**src/rtl/plsh_pkg.sv**
```systemverilog
// ----------------------------------------------------------------------------
// plsh_pkg
// Shared widths, constants, types and helpers for the luma, saturation and
// hue adjustment pipeline.
// ----------------------------------------------------------------------------
package plsh_pkg;

    localparam int CORDIC_STEPS = 16;
    localparam int ATAN_ENTRIES = 24;
    localparam int STEPS = (CORDIC_STEPS > ATAN_ENTRIES) ? ATAN_ENTRIES : CORDIC_STEPS;

    localparam int Y16W = 24;   // luma, Q.16, unsigned
    localparam int XW   = 28;   // CORDIC vector, Q.16, signed
    localparam int ZW   = 25;   // CORDIC angle, degrees Q.16, signed
    localparam int PW   = XW + 13;  // vector times saturation gain
    localparam int CPW  = PW + 17;  // times inverse CORDIC gain
    localparam int C24W = CPW - 16; // color difference, Q.24
    localparam int L24W = 36;   // scaled luma, Q.24, unsigned
    localparam int GSW  = 62;   // green sum, Q.40

    localparam int CFG_IDX_W = 2;
    localparam int CFG_DATA_W = 12;

    localparam logic [CFG_IDX_W-1:0] CFG_LUMA_GAIN = 2'd0;
    localparam logic [CFG_IDX_W-1:0] CFG_SAT_GAIN  = 2'd1;
    localparam logic [CFG_IDX_W-1:0] CFG_HUE_OFS   = 2'd2;

    localparam logic [11:0] LUMA_GAIN_RST = 12'd256;
    localparam logic [11:0] SAT_GAIN_RST  = 12'd256;

    localparam logic signed [16:0] INV_K         = 17'sd39797;
    localparam logic signed [16:0] G_FROM_CR     = 17'sd33382;
    localparam logic signed [16:0] G_FROM_CB     = 17'sd12728;

    typedef struct packed {
        logic signed [XW-1:0] x;
        logic signed [XW-1:0] y;
        logic signed [ZW-1:0] z;
        logic [Y16W-1:0]      y16;
    } cordic_t;

    function automatic logic signed [ZW-1:0] atan_deg(input int idx);
        logic signed [ZW-1:0] a;
        unique case (idx)
            0: a = 25'sd2949120;  1: a = 25'sd1740967; 2: a = 25'sd919879;
            3: a = 25'sd466945;   4: a = 25'sd234379;  5: a = 25'sd117304;
            6: a = 25'sd58666;    7: a = 25'sd29335;   8: a = 25'sd14668;
            9: a = 25'sd7334;     10: a = 25'sd3667;   11: a = 25'sd1833;
            12: a = 25'sd917;     13: a = 25'sd458;    14: a = 25'sd229;
            15: a = 25'sd115;     16: a = 25'sd57;     17: a = 25'sd29;
            18: a = 25'sd14;      19: a = 25'sd7;      20: a = 25'sd4;
            21: a = 25'sd2;       22: a = 25'sd1;
            default: a = '0;
        endcase
        return a;
    endfunction

    // Non-positive values give 0; otherwise drop the fraction and limit to 255.
    function automatic logic [7:0] to_channel(input logic signed [GSW-1:0] v,
                                              input int frac);
        logic signed [GSW-1:0] w;
        w = v >>> frac;
        if (v <= 0) begin
            return 8'd0;
        end
        if (w > 255) begin
            return 8'd255;
        end
        return w[7:0];
    endfunction

endpackage

```
**src/rtl/plsh_front.sv**
```systemverilog
// ----------------------------------------------------------------------------
// plsh_front
// Splits the pixel into luma and color differences and folds the hue offset
// into the CORDIC's range of plus or minus 90 degrees.
// ----------------------------------------------------------------------------
module plsh_front (
    input  logic                  aclk,
    input  logic                  aresetn,
    input  logic                  en,
    input  logic                  in_vld,
    input  logic [7:0]            red,
    input  logic [7:0]            green,
    input  logic [7:0]            blue,
    input  logic signed [9:0]     hue_ofs,
    output logic                  out_vld,
    output plsh_pkg::cordic_t     out_data
);
    import plsh_pkg::*;

    logic                   vld_reg;
    cordic_t                data_reg, data_next;
    logic [Y16W-1:0]        y16;
    logic signed [XW-1:0]   cb, cr;
    logic signed [10:0]     a1, a2;
    logic                   flip;

    always_comb begin
        y16 = Y16W'(red) * Y16W'(19595) + Y16W'(green) * Y16W'(38470)
            + Y16W'(blue) * Y16W'(7471);
        cb = XW'($signed({1'b0, blue, 16'd0})) - XW'($signed({1'b0, y16}));
        cr = XW'($signed({1'b0, red, 16'd0})) - XW'($signed({1'b0, y16}));

        a1 = 11'(hue_ofs);
        if (a1 >= 11'sd180) begin
            a1 = a1 - 11'sd360;
        end else if (a1 < -11'sd180) begin
            a1 = a1 + 11'sd360;
        end
        flip = 1'b0;
        a2 = a1;
        if (a1 > 11'sd90) begin
            flip = 1'b1;
            a2 = a1 - 11'sd180;
        end else if (a1 < -11'sd90) begin
            flip = 1'b1;
            a2 = a1 + 11'sd180;
        end

        data_next.x   = flip ? -cb : cb;
        data_next.y   = flip ? -cr : cr;
        data_next.z   = ZW'(a2) <<< 16;
        data_next.y16 = y16;
    end

    always_ff @(posedge aclk) begin
        if (!aresetn) begin
            vld_reg <= 1'b0;
        end else if (en) begin
            vld_reg <= in_vld;
        end
        if (en) begin
            data_reg <= data_next;
        end
    end

    assign out_vld  = vld_reg;
    assign out_data = data_reg;

endmodule

```
**config.mk**
```make
export PLATFORM = sky130hd
export DESIGN_NAME = plsh_front
export DESIGN_NICKNAME = d
export VERILOG_FILES = /design/src/rtl/plsh_pkg.sv /design/src/rtl/plsh_front.sv
export SDC_FILE = /design/constraint.sdc
export NUM_CORES = 1
export LEC_CHECK = 0
export BUFFER_PORTS_ARGS = -buffer_cell sky130_fd_sc_hd__buf_2
export CAP_MARGIN = 20
export CORE_MARGIN = 3
export CORE_UTILIZATION = 55
export DETAILED_ROUTE_END_ITERATION = 10
export PLACE_DENSITY = 0.86
export SYNTH_ARGS = -nofsm -noshare
export SYNTH_HDL_FRONTEND = slang
export SYNTH_SLANG_ARGS = --single-unit
```
**constraint.sdc**
```tcl
create_clock -name aclk -period 16.9 [get_ports aclk]
set_input_delay 3.38 -clock aclk [delete_from_list [all_inputs] [get_ports aclk]]
set_output_delay 3.38 -clock aclk [all_outputs]
set_load 0.01 [all_outputs]
```
==> reports/results.tsv <==
stage	metric	value	unit
global_routing	Congestion Overflow GR	0	
worst_setup_path	CP arrival	13.91	ns
floorplanning	Die ar.	24300	µm²
clocking	deepest clock path buffer count	2	
placement	post-DP HPWL	24.4	mm
logic_synthesis	Yosys cell types	93	
worst_setup_path	Worst path most repeated cell	fa_1	
placement	post-place setup slack	2.86	ns
logic_synthesis	Synth top area share	19.3	%
sta	final period utilization	81.9	%
cells_and_area	Final Cell Area	13300	µm²
worst_setup_path	CP Launch Type	input pin	
floorplanning	# rows	54	
cells_and_area	area occupied by multi-input gates	8850	µm²
logic_synthesis	top area cells in the synthesized netlist	fa_1 (19%), ha_1 (18%), edfxtp_1 (17%), inv_1 (7.9%), xnor2_1 (4.1%)	
logic_synthesis	Yosys top cell by area	fa_1	
sta	Final Max Slew Viols	0	
route	Initial DRC Count	634	
sta	RSZ-0062 raised after global routing	false	
logic_synthesis	Yosys warning total	0	
clocking	Post-CTS Resized	0	
global_routing	met2 Use GR	41.1	%
global_routing	initial antenna violation count	2	
logic_synthesis	Mapped Area	12400	µm²
route	vias post-DR	9854	
cells_and_area	commonest cells after routing, fill and taps aside	inv_1 (259), ha_1 (174), buf_2 (127)	
worst_setup_path	Top Family by Delay on Critical Path	adder cells	
cells_and_area	commonest non-fill, non-tap cell in the layout	inv_1	
clocking	TritonCTS Buffers	9	
outcome	outcome	completed	
cells_and_area	Fillers	1832	
global_routing	met3 capacity usage during global routing	4.08	%
sta	Final min period	13.83	ns
global_routing	first-pass GRT wire length	47.3	mm
worst_setup_path	worst path bufs/invs	6	
logic_synthesis	#FFs+latches synth	73	
sta	Fin. Hold Viols	0	
logic_synthesis	Mapped Cells	1328	
sta	Least-Margin Pin Slew	0.915	ns
floorplanning	Die Wd	156	µm
placement	gpl congestion	0.923	
cells_and_area	layout cells sized above 1	12.5	%
cells_and_area	register area	2180	µm²
worst_setup_path	Required @ worst endpoint	16.97	ns
worst_setup_path	Critical Path Sink Type	flip-flop	
placement	IO buf count	127	
cells_and_area	Nets	1755	
sta	Max Freq	72.3	MHz
min_path	worst hold path type	reg2reg	
logic_synthesis	sequential area share after synthesis	17.7	%
global_routing	GRT Overall Usage	24.0	%
sta	slew margin rel.	39.0	%
placement	placed cell areas	13000	µm²
route	iteration count of the initial detailed-routing pass	5	
clocking	CTS tree	yes	
logic_synthesis	EDFF count, synth	72	
clocking	worst skew pair latency	0.33	ns
cells_and_area	antenna diode instance count	0	
run	max_cap viols	0	
logic_synthesis	Syn Area/Cell	9.30	µm²
clocking	CTS sink cnt	73	
clocking	H-tree depth	3	
worst_setup_path	CP Max Fanout	10	
route	post-route ant nets	0	
floorplanning	Ports	144	
route	number of vias per cell	5.77	
route	drt total wl	28.9	mm
worst_setup_path	slowest CP cell	a2111oi_0	
logic_synthesis	Post-synth ARST share	0	%
cells_and_area	area delta synth->final	7.68	%
cells_and_area	final core utilization	60.6	%
global_routing	gr busiest metal	met2	
sta	worst setup margin	3.07	ns
floorplanning	Initial Util	56.3	%
route	DRC Markers	0	
global_routing	number of global-route vias before repair	9586	
sta	TNS Setup	0	ns
clocking	CTS Root Cell	clkbuf_16	
clocking	hold_buf cts	0	
global_routing	met1 Use GR	31.7	%
global_routing	largest net degree at the start of global routing	74	
sta	clock skew	0	ns
floorplanning	Die Ht	156	µm
worst_setup_path	Max stage delay on crit path	0.77	ns
sta	Setup-failing EPs final	0	
route	DR WL/cell	16.9	µm
floorplanning	core area	22000	µm²
clocking	Clk pin slew, worst setup/hold paths	0.06	ns
logic_synthesis	ys flop type	edfxtp_1	
clocking	post-CTS setup buffers	0	
worst_setup_path	critical setup path kind	in2reg	
## state kept, by name (all words and copies together) (netlist names)
register,flops
out_data,72
out_vld,1
## cells in the mapped netlist, types with 13 or more instances
library cell	instances
a21oi_1	48
inv_1	259
nand3_1	17
a31oi_1	13
o21ai_0	47
ha_1	174
nor2_1	63
nand2_1	69
fa_1	119
a21o_1	17
edfxtp_1	72
buf_4	35
nor3_1	30
o21a_1	14
clkbuf_1	17
a211oi_1	16
xnor2_1	58
xor2_1	24
## stage by stage
| stage | hold WS [ns] | instances |
|---|---|---|
| after floorplan | 0.538 | 1343 |
| after global placement | 0.491 | 1693 |
| after detailed placement | 0.524 | 1693 |
| after CTS | 0.533 | 1709 |
| after global routing | 0.562 | 1709 |
| final | 0.528 | 1709 |
## final cells by class
type / instances / area share [%]
Clock buffer: 13 / 1.81
Clock inverter: 3 / 0.132
Inverter: 264 / 7.57
Multi-Input combinational cell: 946 / 66.5
Sequential cell: 73 / 16.4
Tap cell: 280 / 2.63
Timing Repair Buffer: 130 / 4.95
## path summary, 6_finish.rpt
path | depth (start not counted) | start | slack [ns] | end
setup / recovery | 37 | green[6] | 3.07 | out_data[101]
hold / removal | 2 | out_vld | 0.53 | out_vld
setup reg to reg | 2 | out_vld | 16.31 | out_vld
hold reg to reg | 2 | out_vld | 0.53 | out_vld
## worst min-delay path, cell delays in order (launching register included)
cell     delay, ns
dfxtp_1       0.31
mux2i_1       0.12
nor2b_1       0.06
## cell families (layout without fill, tap and decap cells)
family	Yosys count	after routing	synth area share (%)
AO/OA/AOI/OAI	273	273	16.0
XOR/XNOR	85	85	6.35
adder cells (fa/ha/maj)	296	296	37.1
buffers and inverters	324	410	11.2
flip-flops	73	73	17.7
multiplexers	8	8	0.648
other	1	16	0.0303
AND/OR/NAND/NOR	268	268	11.0
## metal layers
layer / part of all wire [%] / vias up
li1: - / 4728
met1: 43 / 4715
met2: 48 / 349
met3: 6.2 / 58
met4: 2.4 / 4
met5: 0.093 / -
Power is not shown: default switching activity piles up to over one toggle a cycle in this logic, so the estimate is an artifact.
