File: src/rtl/plsh_pkg.sv
// ----------------------------------------------------------------------------
// plsh_pkg
// Shared widths, constants, types and helpers for the luma, saturation and
// hue adjustment pipeline.
// ----------------------------------------------------------------------------
package plsh_pkg;

    localparam int CORDIC_STEPS = 16;
    localparam int ATAN_ENTRIES = 24;
    localparam int STEPS = (CORDIC_STEPS > ATAN_ENTRIES) ? ATAN_ENTRIES : CORDIC_STEPS;

    localparam int Y16W = 24;   // luma, Q.16, unsigned
    localparam int XW   = 28;   // CORDIC vector, Q.16, signed
    localparam int ZW   = 25;   // CORDIC angle, degrees Q.16, signed
    localparam int PW   = XW + 13;  // vector times saturation gain
    localparam int CPW  = PW + 17;  // times inverse CORDIC gain
    localparam int C24W = CPW - 16; // color difference, Q.24
    localparam int L24W = 36;   // scaled luma, Q.24, unsigned
    localparam int GSW  = 62;   // green sum, Q.40

    localparam int CFG_IDX_W = 2;
    localparam int CFG_DATA_W = 12;

    localparam logic [CFG_IDX_W-1:0] CFG_LUMA_GAIN = 2'd0;
    localparam logic [CFG_IDX_W-1:0] CFG_SAT_GAIN  = 2'd1;
    localparam logic [CFG_IDX_W-1:0] CFG_HUE_OFS   = 2'd2;

    localparam logic [11:0] LUMA_GAIN_RST = 12'd256;
    localparam logic [11:0] SAT_GAIN_RST  = 12'd256;

    localparam logic signed [16:0] INV_K         = 17'sd39797;
    localparam logic signed [16:0] G_FROM_CR     = 17'sd33382;
    localparam logic signed [16:0] G_FROM_CB     = 17'sd12728;

    typedef struct packed {
        logic signed [XW-1:0] x;
        logic signed [XW-1:0] y;
        logic signed [ZW-1:0] z;
        logic [Y16W-1:0]      y16;
    } cordic_t;

    function automatic logic signed [ZW-1:0] atan_deg(input int idx);
        logic signed [ZW-1:0] a;
        unique case (idx)
            0: a = 25'sd2949120;  1: a = 25'sd1740967; 2: a = 25'sd919879;
            3: a = 25'sd466945;   4: a = 25'sd234379;  5: a = 25'sd117304;
            6: a = 25'sd58666;    7: a = 25'sd29335;   8: a = 25'sd14668;
            9: a = 25'sd7334;     10: a = 25'sd3667;   11: a = 25'sd1833;
            12: a = 25'sd917;     13: a = 25'sd458;    14: a = 25'sd229;
            15: a = 25'sd115;     16: a = 25'sd57;     17: a = 25'sd29;
            18: a = 25'sd14;      19: a = 25'sd7;      20: a = 25'sd4;
            21: a = 25'sd2;       22: a = 25'sd1;
            default: a = '0;
        endcase
        return a;
    endfunction

    // Non-positive values give 0; otherwise drop the fraction and limit to 255.
    function automatic logic [7:0] to_channel(input logic signed [GSW-1:0] v,
                                              input int frac);
        logic signed [GSW-1:0] w;
        w = v >>> frac;
        if (v <= 0) begin
            return 8'd0;
        end
        if (w > 255) begin
            return 8'd255;
        end
        return w[7:0];
    endfunction

endpackage

File: src/rtl/plsh_cordic.sv
// ----------------------------------------------------------------------------
// plsh_cordic
// Rotation-mode CORDIC, one registered stage per step.
// ----------------------------------------------------------------------------
module plsh_cordic (
    input  logic                  aclk,
    input  logic                  aresetn,
    input  logic                  en,
    input  logic                  in_vld,
    input  plsh_pkg::cordic_t     in_data,
    output logic                  out_vld,
    output plsh_pkg::cordic_t     out_data
);
    import plsh_pkg::*;

    for (genvar i = 0; i < STEPS; i++) begin : g_step
        logic    vld_cur;
        cordic_t st_cur;
        cordic_t st_next;
        logic    vld_reg;
        cordic_t st_reg;

        if (i == 0) begin : g_first
            assign vld_cur = in_vld;
            assign st_cur  = in_data;
        end else begin : g_rest
            assign vld_cur = g_step[i-1].vld_reg;
            assign st_cur  = g_step[i-1].st_reg;
        end

        always_comb begin
            st_next.y16 = st_cur.y16;
            if (st_cur.z >= 0) begin
                st_next.x = st_cur.x - (st_cur.y >>> i);
                st_next.y = st_cur.y + (st_cur.x >>> i);
                st_next.z = st_cur.z - atan_deg(i);
            end else begin
                st_next.x = st_cur.x + (st_cur.y >>> i);
                st_next.y = st_cur.y - (st_cur.x >>> i);
                st_next.z = st_cur.z + atan_deg(i);
            end
        end

        always_ff @(posedge aclk) begin
            if (!aresetn) begin
                vld_reg <= 1'b0;
            end else if (en) begin
                vld_reg <= vld_cur;
            end
            if (en) begin
                st_reg <= st_next;
            end
        end
    end

    assign out_vld  = g_step[STEPS-1].vld_reg;
    assign out_data = g_step[STEPS-1].st_reg;

    // The folded start angle never leaves plus or minus 90 degrees.
    a_start_angle: assert property (@(posedge aclk) disable iff (!aresetn)
        in_vld |-> (in_data.z <= ZW'(90 * 65536) && in_data.z >= -ZW'(90 * 65536)))
        else $error("CORDIC start angle out of range");

    // Reset empties the rotator, so no item is valid at its end afterwards.
    a_no_valid_after_reset: assert property (@(posedge aclk)
        !aresetn |=> !out_vld)
        else $error("CORDIC valid not cleared by reset");

    a_hold: assert property (@(posedge aclk) disable iff (!aresetn)
        !en |=> $stable(out_vld))
        else $error("CORDIC valid moved while stalled");

endmodule

File: config.mk
export PLATFORM = sky130hd
export DESIGN_NAME = plsh_cordic
export DESIGN_NICKNAME = d
export VERILOG_FILES = /design/src/rtl/plsh_pkg.sv /design/src/rtl/plsh_cordic.sv
export SDC_FILE = /design/constraint.sdc
export NUM_CORES = 2
export LEC_CHECK = 0
export BUFFER_PORTS_ARGS = -buffer_cell sky130_fd_sc_hd__buf_2
export CORE_MARGIN = 2
export CORE_UTILIZATION = 50
export CTS_BUF_LIST = sky130_fd_sc_hd__clkbuf_4 sky130_fd_sc_hd__clkbuf_8
export DETAILED_ROUTE_END_ITERATION = 8
export MAX_ROUTING_LAYER = met4
export PLACE_DENSITY_LB_ADDON = 0.08
export SYNTH_ARGS = -nofsm -noshare
export SYNTH_HDL_FRONTEND = slang
export SYNTH_SLANG_ARGS = --single-unit
File: constraint.sdc
create_clock -name aclk -period 4.35 [get_ports aclk]
set_input_delay 0.435 -clock aclk [delete_from_list [all_inputs] [get_ports aclk]]
set_output_delay 0.435 -clock aclk [all_outputs]
set_load 0.1 [all_outputs]
==> impl_metrics.toml <==
[floorplanning]
ios = 215
die_x_um = 495
dieArea_um2 = 245000
rows = 180
fp.coreArea_um2 = 240000
start_util_pct = 50.1
die_h_um = 495

[drt]
drt-wirelength-per-cell_um = 19.6
drt_iter0_markers = 6376
via_count = 93800
ant_nets = 0
drc = 0
routed_wl_um = 321000
vias_per_cell = 5.72
dr.pass1.iters = 6

[final_layout]
stdcell_count = 16400
largest_reg_flops = 1469
final_net_count = 14400
drive_above_1_share_pct = 16.7
syn2layout_area_growth_pct = 18.5

[critical_path]
path_class = "reg -> reg"
end_kind = "flip-flop"
timing.rr.end = "g_step[2].st_reg[75]"
worstPathRequired_ns = 5.08
crit_top_cell = "or4_4"
cp_slowest_stage_delay_ns = 0.56
worst-r2r-cell-count = 17
critPathLaunchType = "flip-flop"
ff2ff_setup_slack_ns = -0.24
cp_slowest_cell = "or4_4"
cp.arrival_ns = 5.31
r2r-start = "g_step[1].st_reg[83]"
crit_fanout = 3
cp_cell_sequence = "or4_4, or3_4, or4_4, or3_4, or4_4, nand2_4, xnor2_2, ha_1, a21o_1, a21o_1, a21oi_1, nor2b_1, o21ai_1, nand2b_1, a221o_1, a21oi_2, xnor2_1"

[status]
violations = "setup timing"
status = "finished, violations left"

[place]
placed_cells = 15600
gp_congestion = 0.944
io_buffers = 214
dp_slack_ns = -0.533
dp_hpwl_um = 250000

[run]
drv_cap = 0

[global_routing]
grt_overflow_total = 0
grt_max_degree = 124
grt_usage_pct = 26.2
grt_pass1_wl_um = 497000
grt_pass1_vias = 90700
antenna_found_initial = 9

[min_path]
worstHoldPathCells = 2
hp-start = "in_data[37]"
hp-class = "in -> reg"
hold_end = "g_step[0].st_reg[37]"

[timing]
finalSetupViolCount = 12
rsz0062_at_grt = "true"
fin_hold_ws_ns = 0.118
slew_violations = 0
finClkSkew_ns = 0.102
tns_ns = -1.16
relSlewSlack_pct = 43.3
hold_viol = 0
fin_ws_ns = -0.235
tightest_slew_ns = 0.851
timing.final.crit_share_pct = 105
max_clock_freq_ghz = 0.218
fin_crit_ns = 4.59

[synth]
synth_flop_cell = "edfxtp_1"
syn-instance-count = 11500
yosys.area.top_type = "edfxtp_1"
ys_top_cells_by_count = "edfxtp_1, ha_1, xnor2_1"
syn-num-nets = 13000
synth_top_area_share_pct = 41.9
synth_cell_types = 85
synth-edff-count = 1679
seq_area_frac_synth_pct = 42.1
synthArstFlopShare_pct = 0
netlist_area_um2 = 120000
ys_top_cells_by_area = "edfxtp_1, ha_1, xnor2_1, a21oi_1, xor2_1"
yosysMostFrequentCell = "edfxtp_1"
ys_ff_latch = 1695
syn_area_per_cell_um2 = 10.4
ys_warn_count = 0

[clock_network]
htree_levels = 5
insertion_delay_ns = 1.08
cts_buffers = 314
cts_tree = "built"
clockRootBuffer = "clkbuf_8"
cts.sinks = 1695
clk_pin_slew_ns = 0.06
clk_path_buf_depth = 4
## layout make-up
| type | count | area [µm²] |
|---|---|---|
| fill | 20400 | 97400 |
| multi-input combinational | 9172 | 69800 |
| sequential | 1695 | 50700 |
| timing repair buffer | 1303 | 9980 |
| clock buffer | 394 | 4950 |
| tap | 3185 | 3990 |
| inverter | 504 | 1890 |
| clock inverter | 141 | 1360 |
| antenna | 9 | 22.5 |
## layer usage
metal | part of all wire (%) | wire length, µm | global-route usage (%) | vias up
met2 | 47 | 149000 | 41.5 | 2221
met1 | 46 | 147000 | 35.0 | 44900
li1 | - | - | - | 46100
met3 | 4.9 | 15600 | 3.40 | 515
met4 | 2.8 | 9150 | 7.58 | 0
met5 | 0 | 0 | - | -
## what timing repair did
item	in CTS	in global routing
hold endpoints to repair	136	0
endpoints found under the setup margin	99	189
pin swaps	58	268
buffers inserted	34	95
hold buffers	101	0
resized for setup	162	450
gates cloned	0	0
## cells in the final DEF, fill, tap and decap left out, types with 70 or more instances in the layout
cell type      netlist  layout
nor2b_1            165     164
xnor2_1           1074    1071
and3_1              94      92
nor2_1             751     739
xor2_1             566     561
clkinv_1             8      74
nand4_1             70      70
o31ai_1            155     125
or3_1              121      75
a21o_1             534     534
edfxtp_1          1679    1679
nand3_1            186     183
dlygate4sd3_1        0     101
o21bai_1           167     166
a21oi_2              0      76
nand2b_1           178     176
inv_1              495     489
buf_2                2     213
o21ai_0            733     646
nand2_1            648     630
a31oi_1             97      84
clkbuf_4             0      76
nor3_1             155     137
a21oi_1           1021     939
clkbuf_8             0     318
o21ai_1              3      71
o21a_1             168     168
buf_4                0     940
ha_1              1265    1248
## cell families after synthesis
kind of cell    Yosys count  synth area share [%]
compound gates         3486                  18.5
buf+inv                 679                  2.12
mux                      58                 0.486
simple gates           2674                  10.8
xor+xnor               1640                  11.9
fa+ha+maj              1314                  14.0
flops                  1695                  42.1
## metrics by stage
stage | util [%] | cell area, µm²
after floorplan | - | 120000
after global placement | 54.9 | 132000
after detailed placement | 54.9 | 132000
after CTS | 58.3 | 140000
after global routing | 59.4 | 143000
final | 59.4 | 143000
## how the worst max path moves through the flow
stage,from,to,slack [ns],cells past startpoint
4_1_cts,g_step[1].st_reg[83],g_step[2].st_reg[75],-0.22,17
3_5_place_dp,g_step[5].st_reg[61],g_step[6].st_reg[104],-0.53,16
6_report,g_step[1].st_reg[83],g_step[2].st_reg[75],-0.24,17
3_3_place_gp,g_step[3].st_reg[54],g_step[4].st_reg[102],-0.50,20
2_1_floorplan,g_step[1].st_reg[84],g_step[2].st_reg[75],-0.22,17
5_1_grt,g_step[1].st_reg[83],g_step[2].st_reg[75],-0.38,17
## worst max-delay path: cells and delay by family (launching register included)
kind / cells / cell delay, ns
flops: 1 / 0.38
simple gates: 8 / 2.38
compound gates: 6 / 1.08
xor+xnor: 2 / 0.18
fa+ha+maj: 1 / 0.27
Power is not shown: default switching activity piles up to over one toggle a cycle in this logic, so the estimate is an artifact.
